### config.mk
export PLATFORM = sky130hd
export DESIGN_NAME = minmax_normalize_viridis_colormap
export DESIGN_NICKNAME = d
export VERILOG_FILES = /design/src/rtl/core/mnv_pkg.sv /design/src/rtl/core/mnv_front.sv /design/src/rtl/core/mnv_queue.sv /design/src/rtl/core/mnv_back.sv /design/src/rtl/core/minmax_normalize_viridis_colormap.sv
export SDC_FILE = /design/constraint.sdc
export NUM_CORES = 2
export LEC_CHECK = 0
export BUFFER_PORTS_ARGS = -buffer_cell sky130_fd_sc_hd__buf_2
export CAP_MARGIN = 20
export CORE_MARGIN = 2
export CORE_UTILIZATION = 36
export CTS_CLUSTER_SIZE = 24
export DETAILED_ROUTE_END_ITERATION = 8
export GPL_TIMING_DRIVEN = 0
export PLACE_DENSITY = 0.57
export SETUP_SLACK_MARGIN = 0.02
export SKIP_CTS_REPAIR_TIMING = 1
export SLEW_MARGIN = 0
export SYNTH_ARGS = -nofsm -noshare
export SYNTH_HDL_FRONTEND = slang
export SYNTH_SLANG_ARGS = --single-unit
### constraint.sdc
create_clock -name clk -period 14.87 [get_ports clk]
set_clock_uncertainty 0.15 [all_clocks]
set_input_delay 2.974 -clock clk [delete_from_list [all_inputs] [get_ports clk]]
set_output_delay 2.974 -clock clk [all_outputs]
set_load 0.1 [all_outputs]
### src/rtl/core/mnv_pkg.sv
// ----------------------------------------------------------------------------
// mnv_pkg: shared constants for the min/max viridis color mapper
// command codes, colormap knot tables and the depth of the item queue
// ----------------------------------------------------------------------------
package mnv_pkg;

  typedef enum logic [1:0] {
    CMD_SCAN  = 2'd0,
    CMD_MAP   = 2'd1,
    CMD_CLEAR = 2'd2
  } cmd_t;

  // knots at t = 0, 1/4, 1/2, 3/4, 1
  localparam logic [7:0] KNOT_R [5] = '{8'd68, 8'd59, 8'd33, 8'd93, 8'd253};
  localparam logic [7:0] KNOT_G [5] = '{8'd1, 8'd82, 8'd144, 8'd201, 8'd231};
  localparam logic [7:0] KNOT_B [5] = '{8'd84, 8'd139, 8'd140, 8'd99, 8'd37};

  localparam int QUEUE_DEPTH = 4;

endpackage

### src/rtl/core/mnv_front.sv
// ----------------------------------------------------------------------------
// mnv_front: statistics and classification
// keeps running min/max, turns map words into (difference, range) pairs
// ----------------------------------------------------------------------------
module mnv_front #(
  parameter int SAMPLE_WIDTH  = 32,
  parameter int FRACTION_BITS = 16
) (
  input  logic                                clk,
  input  logic                                rst,
  input  logic                                accept,
  input  logic [1:0]                          cmd,
  input  logic [SAMPLE_WIDTH-1:0]             sample,
  output logic                                q_push,
  output logic signed [SAMPLE_WIDTH:0]        q_d,
  output logic [((SAMPLE_WIDTH > FRACTION_BITS) ? SAMPLE_WIDTH : FRACTION_BITS+1)-1:0] q_r
);

  localparam int RW = (SAMPLE_WIDTH > FRACTION_BITS) ? SAMPLE_WIDTH : FRACTION_BITS + 1;
  localparam logic signed [SAMPLE_WIDTH-1:0] MOST_POS = {1'b0, {(SAMPLE_WIDTH-1){1'b1}}};
  localparam logic signed [SAMPLE_WIDTH-1:0] MOST_NEG = {1'b1, {(SAMPLE_WIDTH-1){1'b0}}};

  logic signed [SAMPLE_WIDTH-1:0] running_min;
  logic signed [SAMPLE_WIDTH-1:0] running_max;
  logic signed [SAMPLE_WIDTH-1:0] s;
  logic signed [SAMPLE_WIDTH:0]   span;

  assign s = $signed(sample);

  always_ff @(posedge clk) begin
    if (rst) begin
      running_min <= MOST_POS;
      running_max <= MOST_NEG;
    end else if (accept) begin
      unique case (cmd)
        mnv_pkg::CMD_CLEAR: begin
          running_min <= MOST_POS;
          running_max <= MOST_NEG;
        end
        mnv_pkg::CMD_SCAN: begin
          if (s < running_min) running_min <= s;
          if (s > running_max) running_max <= s;
        end
        default: ;
      endcase
    end
  end

  // exact differences, one bit wider than a sample
  assign q_d  = $signed({s[SAMPLE_WIDTH-1], s}) -
                $signed({running_min[SAMPLE_WIDTH-1], running_min});
  assign span = $signed({running_max[SAMPLE_WIDTH-1], running_max}) -
                $signed({running_min[SAMPLE_WIDTH-1], running_min});

  // empty or inverted span falls back to a range of 1.0
  assign q_r = (running_max > running_min) ? RW'(span[SAMPLE_WIDTH-1:0])
                                           : (RW'(1) << FRACTION_BITS);

  assign q_push = accept && (cmd == mnv_pkg::CMD_MAP);

  a_scan_orders_stats: assert property (@(posedge clk) disable iff (rst)
    (accept && cmd == mnv_pkg::CMD_SCAN) |=> (running_min <= running_max))
    else $error("min above max after scan");

endmodule

### src/rtl/core/mnv_queue.sv
// ----------------------------------------------------------------------------
// mnv_queue: short first-in first-out queue between front and back
// ----------------------------------------------------------------------------
module mnv_queue #(
  parameter int DATA_WIDTH = 8
) (
  input  logic                  clk,
  input  logic                  rst,
  input  logic                  push,
  input  logic [DATA_WIDTH-1:0] wdata,
  input  logic                  pop,
  output logic [DATA_WIDTH-1:0] rdata,
  output logic                  full,
  output logic                  empty
);

  localparam int DEPTH = mnv_pkg::QUEUE_DEPTH;
  localparam int AW    = $clog2(DEPTH);

  logic [DATA_WIDTH-1:0] mem [DEPTH];
  logic [AW-1:0]         wr_ptr;
  logic [AW-1:0]         rd_ptr;
  logic [AW:0]           count;
  logic                  do_push;
  logic                  do_pop;

  assign full    = (count == (AW+1)'(DEPTH));
  assign empty   = (count == '0);
  assign do_push = push && !full;
  assign do_pop  = pop && !empty;
  assign rdata   = mem[rd_ptr];

  always_ff @(posedge clk) begin
    if (do_push) mem[wr_ptr] <= wdata;
  end

  always_ff @(posedge clk) begin
    if (rst) begin
      wr_ptr <= '0;
      rd_ptr <= '0;
      count  <= '0;
    end else begin
      if (do_push) wr_ptr <= wr_ptr + AW'(1);
      if (do_pop)  rd_ptr <= rd_ptr + AW'(1);
      if (do_push && !do_pop) count <= count + (AW+1)'(1);
      else if (do_pop && !do_push) count <= count - (AW+1)'(1);
    end
  end

  a_count_bound: assert property (@(posedge clk) disable iff (rst)
    count <= (AW+1)'(DEPTH))
    else $error("queue count above depth");

  a_pointer_gap: assert property (@(posedge clk) disable iff (rst)
    (wr_ptr - rd_ptr) == count[AW-1:0])
    else $error("queue pointers disagree with count");

endmodule

### src/rtl/core/mnv_back.sv
// ----------------------------------------------------------------------------
// mnv_back: normalize and color
// serial restoring division, then piecewise-linear viridis lookup
// ----------------------------------------------------------------------------
module mnv_back #(
  parameter int SAMPLE_WIDTH  = 32,
  parameter int FRACTION_BITS = 16
) (
  input  logic                         clk,
  input  logic                         rst,
  input  logic                         q_empty,
  input  logic signed [SAMPLE_WIDTH:0] q_d,
  input  logic [((SAMPLE_WIDTH > FRACTION_BITS) ? SAMPLE_WIDTH : FRACTION_BITS+1)-1:0] q_r,
  output logic                         q_pop,
  input  logic                         pop,
  output logic                         out_valid,
  output logic [23:0]                  color
);

  localparam int RW = (SAMPLE_WIDTH > FRACTION_BITS) ? SAMPLE_WIDTH : FRACTION_BITS + 1;
  localparam int FB = FRACTION_BITS;
  localparam int CW = $clog2(FB);

  typedef enum logic [1:0] {
    ST_IDLE,
    ST_CHECK,
    ST_DIV,
    ST_MAP
  } state_t;

  state_t                        state;
  logic signed [SAMPLE_WIDTH:0]  d_reg;
  logic [RW-1:0]                 r_reg;
  logic [RW-1:0]                 rem;
  logic [FB-1:0]                 quo;
  logic [FB:0]                   t;
  logic [CW-1:0]                 cnt;

  logic [RW-1:0]  d_mag;
  logic           d_pos;
  logic [RW:0]    rem_sh;
  logic           fits;
  logic [RW:0]    rem_sub;
  logic [FB-1:0]  quo_next;
  logic [1:0]     seg;
  logic [FB-2:0]  local_t;
  logic [7:0]     ch_r;
  logic [7:0]     ch_g;
  logic [7:0]     ch_b;
  logic           map_load;

  // one channel: floor((a*q + (b-a)*local) / q)
  function automatic logic [7:0] chan(input logic [7:0] a, input logic [7:0] b,
                                      input logic [FB-2:0] loc);
    logic signed [8:0]    dlt;
    logic signed [FB-1:0] ls;
    logic signed [FB+8:0] prod;
    logic signed [FB+8:0] base;
    logic signed [FB+8:0] num;
    dlt  = $signed({1'b0, b}) - $signed({1'b0, a});
    ls   = $signed({1'b0, loc});
    prod = dlt * ls;
    base = $signed({3'b000, a, {(FB-2){1'b0}}});
    num  = base + prod;
    return num[FB+5:FB-2];
  endfunction

  assign q_pop = (state == ST_IDLE) && !q_empty;

  assign d_mag    = RW'(d_reg[SAMPLE_WIDTH-1:0]);
  assign d_pos    = !d_reg[SAMPLE_WIDTH] && (d_reg != '0);
  assign rem_sh   = {rem, 1'b0};
  assign rem_sub  = rem_sh - {1'b0, r_reg};
  assign fits     = (rem_sh >= {1'b0, r_reg});
  assign quo_next = {quo[FB-2:0], fits};

  // a finished pixel loads once the output register is free or draining
  assign map_load = (state == ST_MAP) && (!out_valid || pop);

  // t = 1.0 stays on the last segment at its far end
  always_comb begin
    if (t[FB]) begin
      seg     = 2'd3;
      local_t = {1'b1, {(FB-2){1'b0}}};
    end else begin
      seg     = t[FB-1:FB-2];
      local_t = {1'b0, t[FB-3:0]};
    end
  end

  assign ch_r = chan(mnv_pkg::KNOT_R[{1'b0, seg}], mnv_pkg::KNOT_R[{1'b0, seg} + 3'd1], local_t);
  assign ch_g = chan(mnv_pkg::KNOT_G[{1'b0, seg}], mnv_pkg::KNOT_G[{1'b0, seg} + 3'd1], local_t);
  assign ch_b = chan(mnv_pkg::KNOT_B[{1'b0, seg}], mnv_pkg::KNOT_B[{1'b0, seg} + 3'd1], local_t);

  always_ff @(posedge clk) begin
    if (rst) begin
      state     <= ST_IDLE;
      out_valid <= 1'b0;
    end else begin
      if (map_load) out_valid <= 1'b1;
      else if (pop && out_valid) out_valid <= 1'b0;
      unique case (state)
        ST_IDLE: begin
          if (!q_empty) begin
            d_reg <= q_d;
            r_reg <= q_r;
            state <= ST_CHECK;
          end
        end
        ST_CHECK: begin
          priority if (!d_pos) begin
            t     <= '0;
            state <= ST_MAP;
          end else if (d_mag >= r_reg) begin
            t     <= {1'b1, {FB{1'b0}}};
            state <= ST_MAP;
          end else begin
            rem   <= d_mag;
            quo   <= '0;
            cnt   <= CW'(FB - 1);
            state <= ST_DIV;
          end
        end
        ST_DIV: begin
          rem <= fits ? rem_sub[RW-1:0] : rem_sh[RW-1:0];
          quo <= quo_next;
          if (cnt == '0) begin
            t     <= {1'b0, quo_next};
            state <= ST_MAP;
          end else begin
            cnt <= cnt - CW'(1);
          end
        end
        ST_MAP: begin
          // wait for the output register to drain
          if (map_load) begin
            color <= {ch_r, ch_g, ch_b};
            state <= ST_IDLE;
          end
        end
        default: state <= ST_IDLE;
      endcase
    end
  end

  a_rem_below_range: assert property (@(posedge clk) disable iff (rst)
    (state == ST_DIV) |-> (rem < r_reg))
    else $error("division remainder not below range");

  a_t_in_unit: assert property (@(posedge clk) disable iff (rst)
    (state == ST_MAP) |-> (t <= {1'b1, {FB{1'b0}}}))
    else $error("normalized value above one");

endmodule

### src/rtl/core/minmax_normalize_viridis_colormap.sv
// ----------------------------------------------------------------------------
// minmax_normalize_viridis_colormap: min/max normalizing viridis color mapper
// scan words build running min/max, map words become packed rgb pixels
// ----------------------------------------------------------------------------
//
//  channel   handshake          fields                     notes
//  input     push / full        cmd[1:0], sample[SW-1:0]   scan, map or clear
//  result    empty / pop        color[23:0]                one word per map
//
//  scan and clear words are handled in the front and produce nothing
//  a map word passes through the back in order: dequeue, range
//  check, one quotient bit per cycle in the serial divider, then color lookup
//  samples that saturate to 0 or 1.0 skip the divider
//  the front keeps accepting while the queue has room, so scans overlap maps
//  rst is synchronous; it restores the statistics and empties queue and output
//
module minmax_normalize_viridis_colormap #(
  parameter int SAMPLE_WIDTH  = 32,
  parameter int FRACTION_BITS = 16
) (
  input  logic                    clk,
  input  logic                    rst,
  input  logic                    push,
  output logic                    full,
  input  logic [1:0]              cmd,
  input  logic [SAMPLE_WIDTH-1:0] sample,
  output logic                    empty,
  input  logic                    pop,
  output logic [23:0]             color
);

  // range needs room for 1.0 even when samples are narrow
  localparam int RW = (SAMPLE_WIDTH > FRACTION_BITS) ? SAMPLE_WIDTH : FRACTION_BITS + 1;
  localparam int QW = SAMPLE_WIDTH + 1 + RW;

  logic                         accept;
  logic                         q_push;
  logic signed [SAMPLE_WIDTH:0] f_d;
  logic [RW-1:0]                f_r;
  logic [QW-1:0]                q_rdata;
  logic                         q_full;
  logic                         q_empty;
  logic                         q_pop;
  logic                         out_valid;

  // a word enters whenever the queue has room, whatever its command
  assign full   = q_full;
  assign accept = push && !q_full;

  mnv_front #(
    .SAMPLE_WIDTH  (SAMPLE_WIDTH),
    .FRACTION_BITS (FRACTION_BITS)
  ) u_front (
    .clk    (clk),
    .rst    (rst),
    .accept (accept),
    .cmd    (cmd),
    .sample (sample),
    .q_push (q_push),
    .q_d    (f_d),
    .q_r    (f_r)
  );

  // map words carry the statistics of their own moment
  mnv_queue #(
    .DATA_WIDTH (QW)
  ) u_queue (
    .clk   (clk),
    .rst   (rst),
    .push  (q_push),
    .wdata ({f_d, f_r}),
    .pop   (q_pop),
    .rdata (q_rdata),
    .full  (q_full),
    .empty (q_empty)
  );

  mnv_back #(
    .SAMPLE_WIDTH  (SAMPLE_WIDTH),
    .FRACTION_BITS (FRACTION_BITS)
  ) u_back (
    .clk       (clk),
    .rst       (rst),
    .q_empty   (q_empty),
    .q_d       ($signed(q_rdata[QW-1:RW])),
    .q_r       (q_rdata[RW-1:0]),
    .q_pop     (q_pop),
    .pop       (pop),
    .out_valid (out_valid),
    .color     (color)
  );

  assign empty = !out_valid;

endmodule

Word-level counts from Yosys, hierarchy flattened
Memory sizes are Yosys's and may differ from the RTL's. A register that Yosys moved wholly into a read port is not among the register bits.
Index checks and enable logic that the tools add are counted.
{"block": "op_classes", "addsub": 15, "multipliers": 3, "div": 0, "magnitude_cmp": 7, "eq_ne": 15, "shifts": 0, "n_mux": 46, "bitwise_logic": 4, "reduce_logical": 34}
{"op": "32-bit 2-to-1 mux", "n": 6}
{"op": "32-bit one-hot mux with 2 select lines", "n": 3}
{"op": "8-bit 2-to-1 mux", "n": 12}
{"op": "22-bit adder", "n": 3}
{"op": "9-bit by 16-bit multiplier with 22-bit output", "n": 3}
{"op": "32-bit > comparator", "n": 2}
{"op": "32-bit subtractor", "n": 2}
{"op": "17-bit 2-to-1 mux", "n": 3}
{"op": "15-bit 2-to-1 mux", "n": 3}
{"op": "17-bit one-hot mux with 2 select lines", "n": 1}
{"op": "33-bit by 32-bit >= comparator with 1-bit output", "n": 1}
{"op": "33-bit nonzero test", "n": 1}
{"op": "32-bit by 32-bit subtractor with 33-bit output", "n": 1}
{"op": "32-bit >= comparator", "n": 1}
{"op": "32-bit < comparator", "n": 1}
{"op": "15-bit one-hot mux with 2 select lines", "n": 1}
{"op": "8-bit by 8-bit subtractor with 9-bit output", "n": 3}
{"op": "3-bit AND reduction", "n": 5}
{"op": "4-bit 2-to-1 mux", "n": 3}
{"op": "1-bit logical AND", "n": 10}
{"op": "2-bit 2-to-1 mux", "n": 5}
{"op": "2-bit by 1-bit inequality test with 1-bit output (second input constant)", "n": 5}
{"op": "4-bit >= comparator (second input constant)", "n": 2}
{"op": "2-bit one-hot mux with 4 select lines", "n": 1}
{"op": "other kinds (24)", "n": 46}
{"block": "totals", "regBits": 166, "latchBits": 0, "ramBits": 260, "mem_bits_ro": 384, "out_inout_bits": 26, "wordCells": 143, "memories": 7}
{"memory": "u_queue.mem", "words": 4, "width": 65, "rd": 1, "rd_clocked_by_memory_dff": 1, "write_ports": 1, "line": "mnv_queue.sv:20", "source": "logic [DATA_WIDTH-1:0] mem [DEPTH];"}
{"memory": "(name not given)", "words": 8, "width": 8, "rd": 1, "rd_clocked_by_memory_dff": 0, "write_ports": 0, "line": "mnv_back.sv:91", "source": "assign ch_r = chan(mnv_pkg::KNOT_R[{1'b0, seg}], mnv_pkg::KNOT_R[{1'b0, seg} + 3'd1], local_t);"}
{"memory": "(name not given)", "words": 8, "width": 8, "rd": 1, "rd_clocked_by_memory_dff": 0, "write_ports": 0, "line": "mnv_back.sv:91"}
{"memory": "(name not given)", "words": 8, "width": 8, "rd": 1, "rd_clocked_by_memory_dff": 0, "write_ports": 0, "line": "mnv_back.sv:92", "source": "assign ch_g = chan(mnv_pkg::KNOT_G[{1'b0, seg}], mnv_pkg::KNOT_G[{1'b0, seg} + 3'd1], local_t);"}
{"memory": "(name not given)", "words": 8, "width": 8, "rd": 1, "rd_clocked_by_memory_dff": 0, "write_ports": 0, "line": "mnv_back.sv:93", "source": "assign ch_b = chan(mnv_pkg::KNOT_B[{1'b0, seg}], mnv_pkg::KNOT_B[{1'b0, seg} + 3'd1], local_t);"}
{"memory": "(name not given)", "words": 8, "width": 8, "rd": 1, "rd_clocked_by_memory_dff": 0, "write_ports": 0, "line": "mnv_back.sv:92"}
{"memory": "1 more memories"}

Depth between registers and ports, before layout
{"block": "depth", "ltp_word": 9, "mapped_depth": 28, "depth_no_buf": 25}

Hierarchy
From an unflattened synthesis, not the netlist that was laid out.
{"block": "hier_totals", "cells_unflattened": 3220, "hier_area_um2": 36334.8}
{"module": "mnv_back", "instances": 1, "cells_each": 1971, "area_each_um2": 19712.7, "seq_area_each_um2": 4774.6}
{"module": "mnv_queue", "instances": 1, "cells_each": 387, "area_each_um2": 9887.0, "seq_area_each_um2": 7987.7}
{"module": "mnv_front", "instances": 1, "cells_each": 860, "area_each_um2": 6717.7, "seq_area_each_um2": 1281.2}
{"module": "minmax_normalize_viridis_colormap", "instances": 1, "cells_each": 2, "area_each_um2": 17.5, "seq_area_each_um2": 0.0}

Worst setup path before layout
No wires, ideal clock.
{"block": "synth_timing", "path_type": "register to register", "start": "register u_back.t[16]", "end": "register u_back.color[15] (data pin)", "setup_time_ns": 0.260, "arrival_ns": 6.793, "required_time_ns": 14.460, "setup_slack_ns": 7.667, "path_stages_with_launch": 28, "path_buffers": 5, "path_cell_list": "edfxtp_1 buf_2 clkbuf_1 clkbuf_1 or2_2 inv_1 ha_1 clkbuf_1 clkbuf_1 nor2_1 fa_1 inv_1 fa_1 fa_1 inv_1 fa_1 inv_1 fa_1 inv_1 ha_1 and3_1 a21oi_1 o21ai_1 o41a_1 or3_1 a21o_1 a21oi_1 xnor2_1"}
{"block": "synth_via", "elab_chain_cells": 9}
{"item": "start: declaration", "line": "mnv_back.sv:36", "source": "logic [FB:0] t;"}
{"item": "start signal: assignment", "line": "mnv_back.sv:115", "source": "t <= {1'b1, {FB{1'b0}}};"}
{"item": "start signal: assignment", "line": "mnv_back.sv:128", "source": "t <= {1'b0, quo_next};"}
{"item": "2-bit 2-to-1 mux", "line": "mnv_back.sv:82", "source": "if (t[FB]) begin"}
{"item": "2-bit by 1-bit adder with 3-bit output", "line": "mnv_back.sv:92"}
{"item": "3-bit inverter with 4-bit output (not written as such)", "line": "mnv_back.sv:92"}
{"item": "memory 8 x 8 bit"}
{"item": "8-bit 2-to-1 mux (not written as such) (2 in series)", "line": "mnv_back.sv:92"}
{"item": "8-bit by 8-bit subtractor with 9-bit output", "line": "mnv_back.sv:60", "source": "dlt = $signed({1'b0, b}) - $signed({1'b0, a});"}
{"item": "9-bit by 16-bit multiplier with 22-bit output", "line": "mnv_back.sv:62", "source": "prod = dlt * ls;"}
{"item": "22-bit adder *", "line": "mnv_back.sv:64", "source": "num = base + prod;"}
{"item": "via u_back.ch_g[7]", "line": "mnv_back.sv:48", "source": "logic [7:0] ch_g;"}
{"item": "end signal: assignment", "line": "mnv_back.sv:137", "source": "color <= {ch_r, ch_g, ch_b};"}
{"item": "end: declaration", "line": "mnv_back.sv:17", "source": "output logic [23:0] color"}
Mark *: on every way through the listed nets, which the timed path passes. The rest lies on a longest branch. The select of a mux whose other input is x is not followed.
A chain may end at the register's enable or synchronous reset.

Worst setup path in the final report
Same ends and word-level chain as after synthesis.

==> results.json <==
{
  "htreeDepth": 2,
  "initialDrtViolationCount": 1260,
  "synth_cell_types": 81,
  "synth_top_flop_cell": "edfxtp_1",
  "ctsRootBufferMaster": "clkbuf_16",
  "antenna_cells": 0,
  "rows": 115,
  "max_stage_delay_ns": 0.66,
  "fin_ws_ns": 5.45,
  "postSynthAreaPerCell_sq_um": 11.3,
  "hold_path.class": "reg -> reg",
  "crit_fanout": 10,
  "grt_pass1_vias": 24100,
  "synthSimpleGateAreaFrac_pct": 9.92,
  "period_minus_slack_ns": 9.42,
  "drive_above_1_share_pct": 7.98,
  "synth_compound_area_share_pct": 9.72,
  "clock_latency_ns": 0.63,
  "slew_headroom_pct": 30.9,
  "endpoint_kind": "flip-flop",
  "utilization_pct": 40.4,
  "die_x_um": 320,
  "synth_top_family_by_area": "adder cells",
  "wire_per_inst_um": 18.1,
  "synthAdderAreaFrac_pct": 27.0,
  "grt_max_degree": 58,
  "tightest_slew_ns": 1.03,
  "postSynth.asyncResetShare_pct": 0,
  "holdWs_ns": 0.310,
  "p_leak_nw": 17.3,
  "grtUsageTotal_pct": 16.7,
  "antenna_found_initial": 0,
  "synth_edf_count": 417,
  "synthMuxAreaShare_pct": 4.66,
  "ios": 64,
  "start_util_pct": 36.4,
  "gp_congestion": 0.886,
  "finalHoldViolCount": 0,
  "slew_violations": 0,
  "core_sq_um": 98600,
  "min_period_over_period_pct": 63.4,
  "cts_buffers": 54,
  "maxCapViolCount": 0,
  "syn_inst": 3166,
  "vias_per_cell": 4.96,
  "nets": 3949,
  "instances_no_fill": 4646,
  "cp_num_buf_inv": 10,
  "clock.fmax_mhz": 106,
  "dr_total_vias": 23000,
  "cts_tree": "built",
  "die_y_um": 320,
  "status": "completed",
  "largest_reg_flops": 260,
  "cp_data_arrival_time_ns": 9.63,
  "most-common-layout-cells": "528 x inv_1, 417 x edfxtp_1, 301 x ha_1",
  "required_ns": 15.08,
  "tns_ns": 0,
  "final_common_cell": "inv_1",
  "dr.pass1.iters": 5,
  "dieArea_sq_um": 102000,
  "synth_area_sq_um": 35800,
  "grt_first_pass_wirelength_mm": 133,
  "cpMaxStageDelayCell": "clkbuf_1",
  "worst_ir_drop_vdd_uv": 245,
  "rsz0062_at_grt": "no",
  "critPathLaunchType": "flip-flop",
  "p_per_area_nw_per_um2": 213,
  "dpl_worst_slack_ns": 5.55,
  "cts_buffer_depth": 3,
  "wl_mm": 84.3,
  "portBuffers": 62,
  "synth_xor_area_share_pct": 2.81,
  "ys_warn_count": 0,
  "clkSlewWorstSetupHoldPaths_ns": 0.06,
  "gr-total-overflow": 0,
  "seq_area_frac_synth_pct": 39.1,
  "ys_ff_latch": 491,
  "cts_sinks": 491,
  "critical_path.top_delay_family": "adder cells",
  "setup-violations-final": 0,
  "worstSetupPathType": "reg -> reg",
  "drc": 0,
  "dp.cells": 4544,
  "area.growth.synth_to_final_pct": 11.2,
  "place_hpwl_mm": 67.8,
  "ant_nets": 0
}
==> metrics by stage <==
| stage | total power [mW] | area [sq um] |
|---|---|---|
| final | 8.48 | 39900 |
| after global routing | 9.41 | 39900 |
| after CTS | 8.64 | 39800 |
| after detailed placement | 7.26 | 38100 |
| after global placement | 7.21 | 37800 |
| after floorplan | 6.00 | 35900 |
==> routing by layer <==
metal  track usage [%]  vias to the layer above  wire, um
li1                  -                    11100         -
met3              1.50                      149      2440
met1              20.4                    11400     35300
met2              30.6                      416     43400
met4              6.30                        0      3140
met5                 0                        -         0
==> worst paths after layout <==
check | startpoint | end | slack (ns) | depth (start not counted)
max | u_back.t[16]$_SDFFCE_PP0P_ | u_back.color[15]$_DFFE_PP_ | 5.45 | 27
min | u_front.running_min[4]$_SDFFE_PP1P_ | u_front.running_min[4]$_SDFFE_PP1P_ | 0.31 | 1
max reg2reg | u_back.t[16]$_SDFFCE_PP0P_ | u_back.color[15]$_DFFE_PP_ | 5.45 | 27
min reg2reg | u_front.running_min[4]$_SDFFE_PP1P_ | u_front.running_min[4]$_SDFFE_PP1P_ | 0.31 | 1
==> layout make-up <==
cell class,instances,area (sq um)
buffer,102,445
clock inverter,41,385
clock buffer,60,1370
fill,9597,58700
tap,1287,1610
timing repair buffer,73,520
inverter,528,1980
sequential,491,14000
multi-input combinational,2064,19500
==> synthesized netlist by cell type, drive strengths merged (16+ instances only) <==
| library cell | count | area share (%) |
|---|---|---|
| a21oi | 147 | 2.1 |
| nand3 | 25 | 0.38 |
| nor3 | 23 | 0.32 |
| dfxtp | 74 | 4.1 |
| ha | 301 | 11 |
| o21ai | 85 | 1.2 |
| o22a | 32 | 0.78 |
| and2 | 47 | 0.82 |
| or3 | 16 | 0.28 |
| a21o | 85 | 1.8 |
| nand2 | 198 | 2.1 |
| nand4 | 28 | 0.49 |
| mux4 | 65 | 4.1 |
| o21a | 23 | 0.48 |
| xor2 | 39 | 0.95 |
| xnor2 | 76 | 1.9 |
| nor2b | 37 | 0.65 |
| inv | 528 | 5.5 |
| nand2b | 86 | 1.5 |
| a31oi | 21 | 0.37 |
| buf | 30 | 0.49 |
| fa | 296 | 17 |
| edfxtp | 417 | 35 |
| clkbuf | 72 | 0.75 |
| nor4 | 16 | 0.28 |
| a22o | 31 | 0.76 |
| nor2 | 205 | 2.1 |
==> kinds of logic (layout without fill, tap and decap cells) <==
| family | Yosys count | in the layout |
|---|---|---|
| fa+ha+maj | 597 | 597 |
| buf+inv | 630 | 804 |
| other cells | 2 | 21 |
| simple gates | 728 | 728 |
| compound gates | 518 | 518 |
| flops | 491 | 491 |
| mux | 85 | 85 |
| xor+xnor | 115 | 115 |
==> worst reg2reg max path, cell delays in order (launching register included) <==
cell	delay (ns)
edfxtp_1	0.39
buf_2	0.22
clkbuf_1	0.26
clkbuf_1	0.40
or2_2	0.54
inv_1	0.47
ha_1	0.57
clkbuf_1	0.61
clkbuf_1	0.66
nor2_1	0.17
fa_1	0.58
inv_1	0.06
fa_1	0.51
fa_1	0.50
inv_1	0.05
fa_1	0.48
inv_1	0.05
fa_1	0.50
inv_1	0.04
ha_1	0.31
and3_1	0.17
a21oi_1	0.10
o21ai_1	0.15
o41a_1	0.40
or3_1	0.35
a21o_1	0.19
a21oi_1	0.20
xnor2_1	0.09
==> power breakdown <==
part	internal [mW]	leakage [nW]	switching, mW
Sequential	1.85	4.47	0.0624
Clock	0.744	0.838	0.572
Combinational	2.24	12.0	3.01
Note: power is estimated with default switching activity, not from simulation.
